**config.mk**
```make
export PLATFORM = sky130hd
export DESIGN_NAME = sbie_front
export DESIGN_NICKNAME = d
export VERILOG_FILES = /design/src/sv/sbie_pkg.sv /design/src/sv/sbie_front.sv
export SDC_FILE = /design/constraint.sdc
export NUM_CORES = 1
export LEC_CHECK = 0
export ABC_AREA = 1
export BUFFER_PORTS_ARGS = -buffer_cell sky130_fd_sc_hd__buf_2
export CAP_MARGIN = 20
export CORE_AREA = 5 5 102 104
export CTS_CLUSTER_DIAMETER = 80
export DETAILED_ROUTE_END_ITERATION = 16
export DIE_AREA = 0 0 107 109
export PLACE_DENSITY_LB_ADDON = 0.25
export SYNTH_ARGS = -nofsm -noshare
export SYNTH_HDL_FRONTEND = slang
export SYNTH_SLANG_ARGS = --single-unit
```
**constraint.sdc**
```tcl
create_clock -name clk_i -period 4.4 [get_ports clk_i]
set_input_delay 0.88 -clock clk_i [delete_from_list [all_inputs] [get_ports clk_i]]
set_output_delay 0.88 -clock clk_i [all_outputs]
set_load 0.005 [all_outputs]
```
**src/sv/sbie_pkg.sv**
```systemverilog
`timescale 1ns / 1ps
// Shared constants, codes and types of the shuffled batch index engine.
// No dependencies.
package sbie_pkg;

  // Table size and batch limit
  localparam int unsigned MAX_SAMPLES = 1024;
  localparam int unsigned MAX_BATCH   = 64;

  localparam int unsigned IDX_W = $clog2(MAX_SAMPLES);
  localparam int unsigned CNT_W = $clog2(MAX_SAMPLES + 1);
  localparam int unsigned BAT_W = $clog2(MAX_BATCH + 1);

  // Field widths
  localparam int unsigned OP_W        = 2;
  localparam int unsigned SEED_W      = 32;
  localparam int unsigned ST_W        = 2;
  localparam int unsigned SIDX_W      = 10;
  localparam int unsigned NS_W        = 11;
  localparam int unsigned BS_W        = 7;
  localparam int unsigned TDATA_OUT_W = 16;

  // Configuration port
  localparam int unsigned CFG_IDX_W  = 2;
  localparam int unsigned CFG_DATA_W = 11;
  localparam logic [CFG_IDX_W-1:0] REG_NUM_SAMPLES = 2'd0;
  localparam logic [CFG_IDX_W-1:0] REG_BATCH_LEN   = 2'd1;
  localparam logic [NS_W-1:0] NUM_SAMPLES_RST = 11'd1024;
  localparam logic [BS_W-1:0] BATCH_LEN_RST   = 7'd32;

  // Random generator
  localparam logic [SEED_W-1:0] DEFAULT_SEED = 32'd1234567891;
  localparam logic [SEED_W-1:0] LCG_MUL      = 32'd1664525;
  localparam logic [SEED_W-1:0] LCG_ADD      = 32'd1013904223;

  // Command queue between front and back (power of two)
  localparam int unsigned QUEUE_DEPTH = 2;

  typedef enum logic [OP_W-1:0] {
    OP_SHUFFLE = 2'd0,
    OP_REWIND  = 2'd1,
    OP_BATCH   = 2'd2
  } op_e;

  typedef enum logic [ST_W-1:0] {
    ST_DONE  = 2'd0,
    ST_ITEM  = 2'd1,
    ST_EMPTY = 2'd2
  } status_e;

  typedef struct packed {
    op_e               op;
    logic [SEED_W-1:0] seed;
  } cmd_t;

  // Effective configuration, already saturated
  typedef struct packed {
    logic [CNT_W-1:0] n;
    logic [BAT_W-1:0] batch;
  } cfg_t;

endpackage

```
**src/sv/sbie_front.sv**
```systemverilog
`timescale 1ns / 1ps
// Front end: takes input beats, drops unknown opcodes, queues commands.
// Depends on sbie_pkg.
module sbie_front import sbie_pkg::*; (
  input  logic              clk_i,
  input  logic              rst_ni,
  input  logic              s_valid_i,
  output logic              s_ready_o,
  input  logic [OP_W-1:0]   s_opcode_i,
  input  logic [SEED_W-1:0] s_seed_i,
  input  logic              init_done_i,
  output logic              cmd_valid_o,
  output cmd_t              cmd_o,
  input  logic              cmd_pop_i
);

  localparam int unsigned PTR_W = $clog2(QUEUE_DEPTH);
  localparam int unsigned FILL_W = $clog2(QUEUE_DEPTH + 1);

  cmd_t              entry_q [QUEUE_DEPTH];
  logic [PTR_W-1:0]  wr_ptr_q, wr_ptr_d;
  logic [PTR_W-1:0]  rd_ptr_q, rd_ptr_d;
  logic [FILL_W-1:0] fill_q, fill_d;
  logic              known_op;
  logic              push;
  logic              pop;

  // Classify the opcode; code three is taken and dropped
  always_comb begin
    unique case (s_opcode_i)
      OP_SHUFFLE, OP_REWIND, OP_BATCH: known_op = 1'b1;
      default:                         known_op = 1'b0;
    endcase
  end

  assign s_ready_o   = init_done_i && (fill_q != FILL_W'(QUEUE_DEPTH));
  assign push        = s_valid_i && s_ready_o && known_op;
  assign pop         = cmd_pop_i && (fill_q != '0);
  assign cmd_valid_o = (fill_q != '0);
  assign cmd_o       = entry_q[rd_ptr_q];

  // Queue pointers
  always_comb begin
    wr_ptr_d = wr_ptr_q;
    rd_ptr_d = rd_ptr_q;
    fill_d   = fill_q;
    if (push) begin
      wr_ptr_d = wr_ptr_q + PTR_W'(1);
    end
    if (pop) begin
      rd_ptr_d = rd_ptr_q + PTR_W'(1);
    end
    if (push && !pop) begin
      fill_d = fill_q + FILL_W'(1);
    end else if (pop && !push) begin
      fill_d = fill_q - FILL_W'(1);
    end
  end

  always_ff @(posedge clk_i or negedge rst_ni) begin
    if (!rst_ni) begin
      wr_ptr_q <= '0;
      rd_ptr_q <= '0;
      fill_q   <= '0;
    end else begin
      wr_ptr_q <= wr_ptr_d;
      rd_ptr_q <= rd_ptr_d;
      fill_q   <= fill_d;
    end
  end

  // Queue storage
  always_ff @(posedge clk_i) begin
    if (push) begin
      entry_q[wr_ptr_q] <= '{op: op_e'(s_opcode_i), seed: s_seed_i};
    end
  end

endmodule

```
==> metrics.md, run 1 <==
| Metric | Value |
|---|---|
| Relative slew slack | `around 40%` |
| Synthesized area | `~2700 µm²` |
| Synth top area cells | `edfxtp_1 (74%), nand2_1 (15%), dfrtp_1 (3.6%), buf_6 (1.2%), inv_1 (0.82%)` |
| Status | `completed` |
| Yosys warning total | `0` |
| Resize count post-CTS | `0` |
| Final core occ | `a little over a third` |
| Worst slew pin tran | `between 0.8 and 0.9 ns` |
| Max Slew Vio Count | `0` |
| Post-DP HPWL | `between 3000 and 4000 µm` |
| CP startpoint kind | `flop` |
| FP Rows | `36` |
| Fmax | `377 MHz` |
| Worst vdd ir | `~0.17 mV` |
| Initial Util | `slightly below 30%` |
| Synth Instances | `210` |
| Root Buffer | `clkbuf_8` |
| Critical path, cell by cell | `inv_4 -> nand2_1 -> nand2_1 -> buf_2` |
| Critical path type | `flop to primary output` |
| CTS Hold Bufs | `0` |
| Drt initial violations | `83` |
| Layout Cells excl Fill | `between 400 and 500` |
| Setup TNS | `0 ns` |
| DRC viols | `0` |
| Maxcap violations | `0` |
| Largest area contributor in the netlist | `edfxtp_1` |
| Cell mode on critical path | `nand2_1` |
| Largest stage delay, worst path | `a little under 0.8 ns` |
| Setup violations, final | `0` |
| Post-route clock period utilization | `60.2%` |
| Synthesized area per cell | `between 10 and 15 µm²` |
| # port buffers | `74` |
| Syn_nets | `250` |
| Setup Buffers After CTS | `0` |
| Clock Latency Late Sink | `between 0.3 and 0.4 ns` |
| Gr ovfl total | `0` |
| WP data required | `between 3 and 4 ns` |
| Layout cells sized above 1 | `between 30 and 40%` |
| Antenna cells | `0` |
| Synth cell types | `20` |
| CTS tree | `yes` |
| RD Place Congestion | `approximately 0.67` |
| Crit. End Element | `primary output` |
| CTS buffer count | `9` |
| Core footprint | `9460 µm²` |
| Initial antenna violation count | `0` |
| Placed Instances | `just under 400` |
| Routed wire length | `around 5500 µm` |
| Top Ports | `75` |
| Hold Path Class | `input port to async pin` |
| Hold Slack | `around 0.34 ns` |
| Final nets | `around 330` |
| Vias in the first global route | `between 1.5k and 2k` |
| Pwr Density | `roughly 540 nW/µm²` |
| PnR worst setup slack | `about 1.8 ns` |
| RSZ-0062 raised after global routing | `no` |
| Lkg Pwr | `1.46 nW` |
| Vias per cell | `roughly 4.1` |
| Final worst path period need | `2.65 ns` |
| Largest net degree at the start of global routing | `36` |
| # H-tree levels | `3` |
| DR pass1 iterations | `4` |
| Clock skew | `~0.012 ns` |
| CTS Buffer Depth | `2` |
| Seq/Total Area, Yosys | `about 80%` |
| Wire per inst | `13.4 µm` |
| Final Hold Fails | `0` |
| Worst path slowest cell | `dfrtp_1` |
| Clock slew at reported path FFs | `about 0.07 ns` |
| Die Wd | `107 µm` |
| Via count of the routed design | `1687` |
| Flops & latches, synth | `between 70 and 80` |
| Area Growth Syn to Fin | `23.4%` |
| Remaining antenna violation count | `0` |
| CTS sink count | `72` |
| First-pass GRT wire length | `approximately 8500 µm` |
| Yosys top cell area share | `74.3%` |
| Gr usage total | `9.84%` |
| Die area | `11700 µm²` |
| DP Worst Slack | `1.61 ns` |
| CP Max Fanout | `35` |
| Die H | `around 110 µm` |
| WP data arrival | `about 1.8 ns` |
[worst max-delay path, delay by kind of cell (launching register included)]
family | cells | cell delay [ns]
buffers and inverters | 2 | 0.45
AND/OR/NAND/NOR | 2 | 0.23
flip-flops | 1 | 0.77
[routing by layer]
metal | wire length [µm] | share of wire [%] | GRT usage [%]
met1 | 2410 | 44 | 12.0
met2 | 2630 | 48 | 15.5
met3 | 332 | 6.1 | 3.79
met4 | 100 | 1.8 | 4.66
met5 | 0 | 0 | 0
[cell usage in the layout, fill, tap and decap left out]
master | netlist | routed
a21boi_2 | 1 | 1
buf_2 | 2 | 74
buf_4 | 2 | 3
clkbuf_8 | 0 | 9
clkinv_1 | 0 | 1
clkinv_2 | 0 | 2
clkinv_4 | 0 | 1
clkinvlp_4 | 0 | 2
dfrtp_1 | 4 | 4
edfxtp_1 | 68 | 68
ha_1 | 1 | 1
inv_1 | 6 | 6
inv_2 | 1 | 1
inv_4 | 1 | 1
nand2_1 | 110 | 110
nand2_2 | 3 | 3
nand3_1 | 1 | 1
nand3_2 | 1 | 1
nand4_1 | 1 | 1
nor2_1 | 1 | 1
nor3_4 | 0 | 1
o21bai_1 | 1 | 1
xnor2_1 | 1 | 1
xor2_1 | 1 | 1
[kinds of logic after synthesis]
kind of cell	synth area share, %
AO/OA/AOI/OAI	0.683
XOR/XNOR	0.637
buffers and inverters	3.32
AND/OR/NAND/NOR	17.0
adder cells (fa/ha/maj)	0.455
flip-flops	77.9
[layout make-up]
type / instances / area [µm²]
Timing Repair Buffer: 77 / 393
Multi-Input combinational cell: 123 / 522
Clock buffer: 9 / 124
Fill cell: 963 / 6070
Inverter: 8 / 32.5
Clock inverter: 6 / 37.5
Sequential cell: 72 / 2140
Tap cell: 114 / 143
[state kept, by name, indices dropped and copies added (netlist names)]
signal    cells
fill_q        2
rd_ptr_q      1
wr_ptr_q      1
entry_q      68
[worst paths after layout]
check	start	endpoint	slack, ns	cells past startpoint
hold reg to reg	fill_q[0]	fill_q[0]	0.53	1
setup reg to reg	fill_q[0]	entry_q[0][10]	2.37	5
setup / recovery	rd_ptr_q	cmd_o[27]	1.75	4
max in group asynchronous	rst_ni	wr_ptr_q	3.93	1
hold / removal	rst_ni	fill_q[0]	0.34	1
min in group clk_i	fill_q[0]	fill_q[0]	0.53	1
[through the flow]
step	cell area [µm²]	power, mW
after floorplan	2750	1.23
after global placement	3230	1.44
after detailed placement	3230	1.45
after CTS	3390	1.89
after global routing	3390	1.98
final	3390	1.84
[power breakdown]
part           internal (mW)  switching, mW  total, mW  leakage (nW)
combinational          0.203          0.324      0.527         0.716
sequential             0.836         0.0513      0.887         0.667
clock                  0.198          0.233      0.431        0.0785
total                   1.24          0.608       1.84          1.46
[cell usage after synthesis]
cell	instances
a21boi_2	1
buf_2	2
buf_4	2
buf_6	3
dfrtp_1	4
edfxtp_1	68
ha_1	1
inv_1	6
inv_2	1
inv_4	1
nand2_1	110
nand2_2	3
nand3_1	1
nand3_2	1
nand4_1	1
nor2_1	1
nor3_2	1
o21bai_1	1
xnor2_1	1
xor2_1	1
Power figures use the tool's default switching activity.
==> run 2, diff against run 1 <==
clock period = 2.7 ns   (was 4.4 ns; I/O delays follow)
==> run 2 against run 1 <==
Effect of this change:
- non-clock buffer count grew 2
- combinational power grew 72%
- critical path type unchanged
- largest cell class unchanged
- power grew 65%
- register-to-register slack lost 1.3 ns
- setup slack lost 0.95 ns
- highest routed layer is now met5
==> metrics.md, run 2 (synthesis gave the netlist of run 1 again) <==
| Metric | Value |
|---|---|
| Gr ovfl total | `0` |
| Layout Cells excl Fill | `412` |
| CP startpoint kind | `flop` |
| Setup Buffers After CTS | `0` |
| Worst path slowest cell | `dfrtp_1` |
| Post-DP Area | `roughly 3300 µm²` |
| FP Rows | `36` |
| Fmax | `about 530 MHz` |
| Gr usage total | `under 10%` |
| RD Place Congestion | `approximately 0.67` |
| Setup violations, final | `0` |
| WP data arrival | `1.36 ns` |
| Final nets | `333` |
| Setup TNS | `0 ns` |
| Root Buffer | `clkbuf_8` |
| Post-DP HPWL | `between 3000 and 4000 µm` |
| Initial antenna violation count | `1` |
| Relative slew slack | `66.9%` |
| Worst slew pin tran | `0.496 ns` |
| Hold_sp | `s_seed_i[4]` |
| Post-route clock period utilization | `70.3%` |
| Critical path type | `flop to primary output` |
| Clock skew | `roughly 0.0084 ns` |
| Top reg by flops | `entry_q` |
| Final worst path period need | `roughly 1.9 ns` |
| Critical path, cell by cell | `inv_4 -> nand2_1 -> nand2_1 -> buf_2` |
| # port buffers | `74` |
| Area Growth Syn to Fin | `24.9%` |
| Layout cells sized above 1 | `between 30% and 40%` |
| Largest stage delay, worst path | `between 0.4 and 0.5 ns` |
| Top Ports | `between 70 and 80` |
| Die H | `approximately 110 µm` |
| CTS Buffer Depth | `2` |
| Lkg Pwr | `roughly 1.5 nW` |
| Initial Util | `29.1%` |
| Status | `completed` |
| Largest net degree at the start of global routing | `36` |
| Placed Instances | `between 300 and 400` |
| Final Hold Fails | `0` |
| Die area | `around 12000 µm²` |
| Multi-input logic area | `approximately 520 µm²` |
| Worst vdd ir | `around 0.32 mV` |
| CTS Hold Bufs | `1` |
| DR pass1 iterations | `4` |
| Drt initial violations | `64` |
| Vias per cell | `about 4.1` |
| Post-route cell area | `about 3400 µm²` |
| Hold Path Class | `input port to flop` |
| FF-to-FF Start | `fill_q[0]` |
| # H-tree levels | `3` |
| WHS Endpoint | `entry_q[0][4]` |
| Vias in the first global route | `about 1.7k` |
| Max Slew Vio Count | `0` |
| Clock slew at reported path FFs | `around 0.080 ns` |
| RSZ-0062 raised after global routing | `no` |
| Final core occ | `36.3%` |
| Biggest regs | `entry_q (68), fill_q (2)` |
| Clock Latency Late Sink | `between 0.3 and 0.4 ns` |
| WP data required | `2.16 ns` |
| Core footprint | `around 9500 µm²` |
| Cell mode on critical path | `nand2_1` |
| DRC viols | `0` |
| Most frequent cells in the layout | `nand2_1 (110), buf_2 (74), edfxtp_1 (68)` |
| Most common cell after layout, fill and taps aside | `nand2_1` |
| R2R cell count | `5` |
| Wire per inst | `12.8 µm` |
| R2r endpoint | `entry_q[0][28]` |
| Die Wd | `between 100 and 150 µm` |
| Via count of the routed design | `about 1.7k` |
| CTS tree | `yes` |
| CTS buffer count | `9` |
| CTS sink count | `just over 70` |
| Hold Slack | `0.380 ns` |
| Worst Hold Path Cells | `1` |
| R2R Setup Slk | `1.05 ns` |
| Routed wire length | `between 5000 and 6000 µm` |
| Max FFs per register | `just under 70` |
| Fillers | `~950` |
| Resize count post-CTS | `0` |
| Crit. End Element | `primary output` |
| First-pass GRT wire length | `8090 µm` |
| CP Max Fanout | `35` |
| Pwr Density | `between 800 and 900 nW/µm²` |
| Maxcap violations | `0` |
| Reg area | `around 2100 µm²` |
| Antenna cells | `0` |
| Remaining antenna violation count | `0` |
-- run 2: changes by cell type in the layout (fill, tap and decap cells not counted), sizes merged --
cell         previous run  this run
buf                    77        78
clkbuf                  9        10
clkinv                  4         2
clkinvlp                2         3
dlygate4sd3             0         1
inv                     8         9
-- run 2: final cells by class --
cell class | count | share of cell area (%)
clock buffer | 10 | 3.72
sequential | 72 | 62.4
tap | 114 | 4.15
multi-input combinational | 123 | 15.2
timing repair buffer | 79 | 12.3
inverter | 8 | 0.947
clock inverter | 6 | 1.31
-- run 2: metal layers --
metal / up-vias / GRT usage (%) / part of all wire, %
met5: - / 0 / 0.38
met4: 2 / 3.56 / 1.4
met3: 8 / 4.56 / 7.3
met2: 48 / 15.0 / 49
met1: 777 / 10.9 / 42
li1: 864 / - / -
-- run 2: worst max path at each step --
stage,startpoint,end,depth (start not counted)
final,rd_ptr_q,cmd_o[2],4
after global routing,rd_ptr_q,cmd_o[7],4
after CTS,rd_ptr_q,cmd_o[27],4
after detailed placement,s_opcode_i[0],entry_q[0][28],7
after global placement,s_opcode_i[0],entry_q[0][28],7
after floorplan,s_opcode_i[0],entry_q[1][0],3
-- run 2: power by group --
group	internal, mW	switching (mW)	total [mW]
Combinational	0.346	0.562	0.909
Sequential	1.36	0.0460	1.41
Clock	0.336	0.396	0.732
-- run 2: stage by stage --
step           worst slack [ns]  total power, mW
4_1_cts                   0.741             3.12
3_3_place_gp              0.731             2.37
3_5_place_dp              0.710             2.38
2_1_floorplan             0.216             2.00
5_1_grt                   0.651             3.29
6_report                  0.802             3.05
-- run 2: critical path, delay by kind of cell, from the launching register on --
family / cells / cell delay, ns
buffers and inverters: 2 / 0.41
DFF: 1 / 0.42
and+or+nand+nor: 2 / 0.17
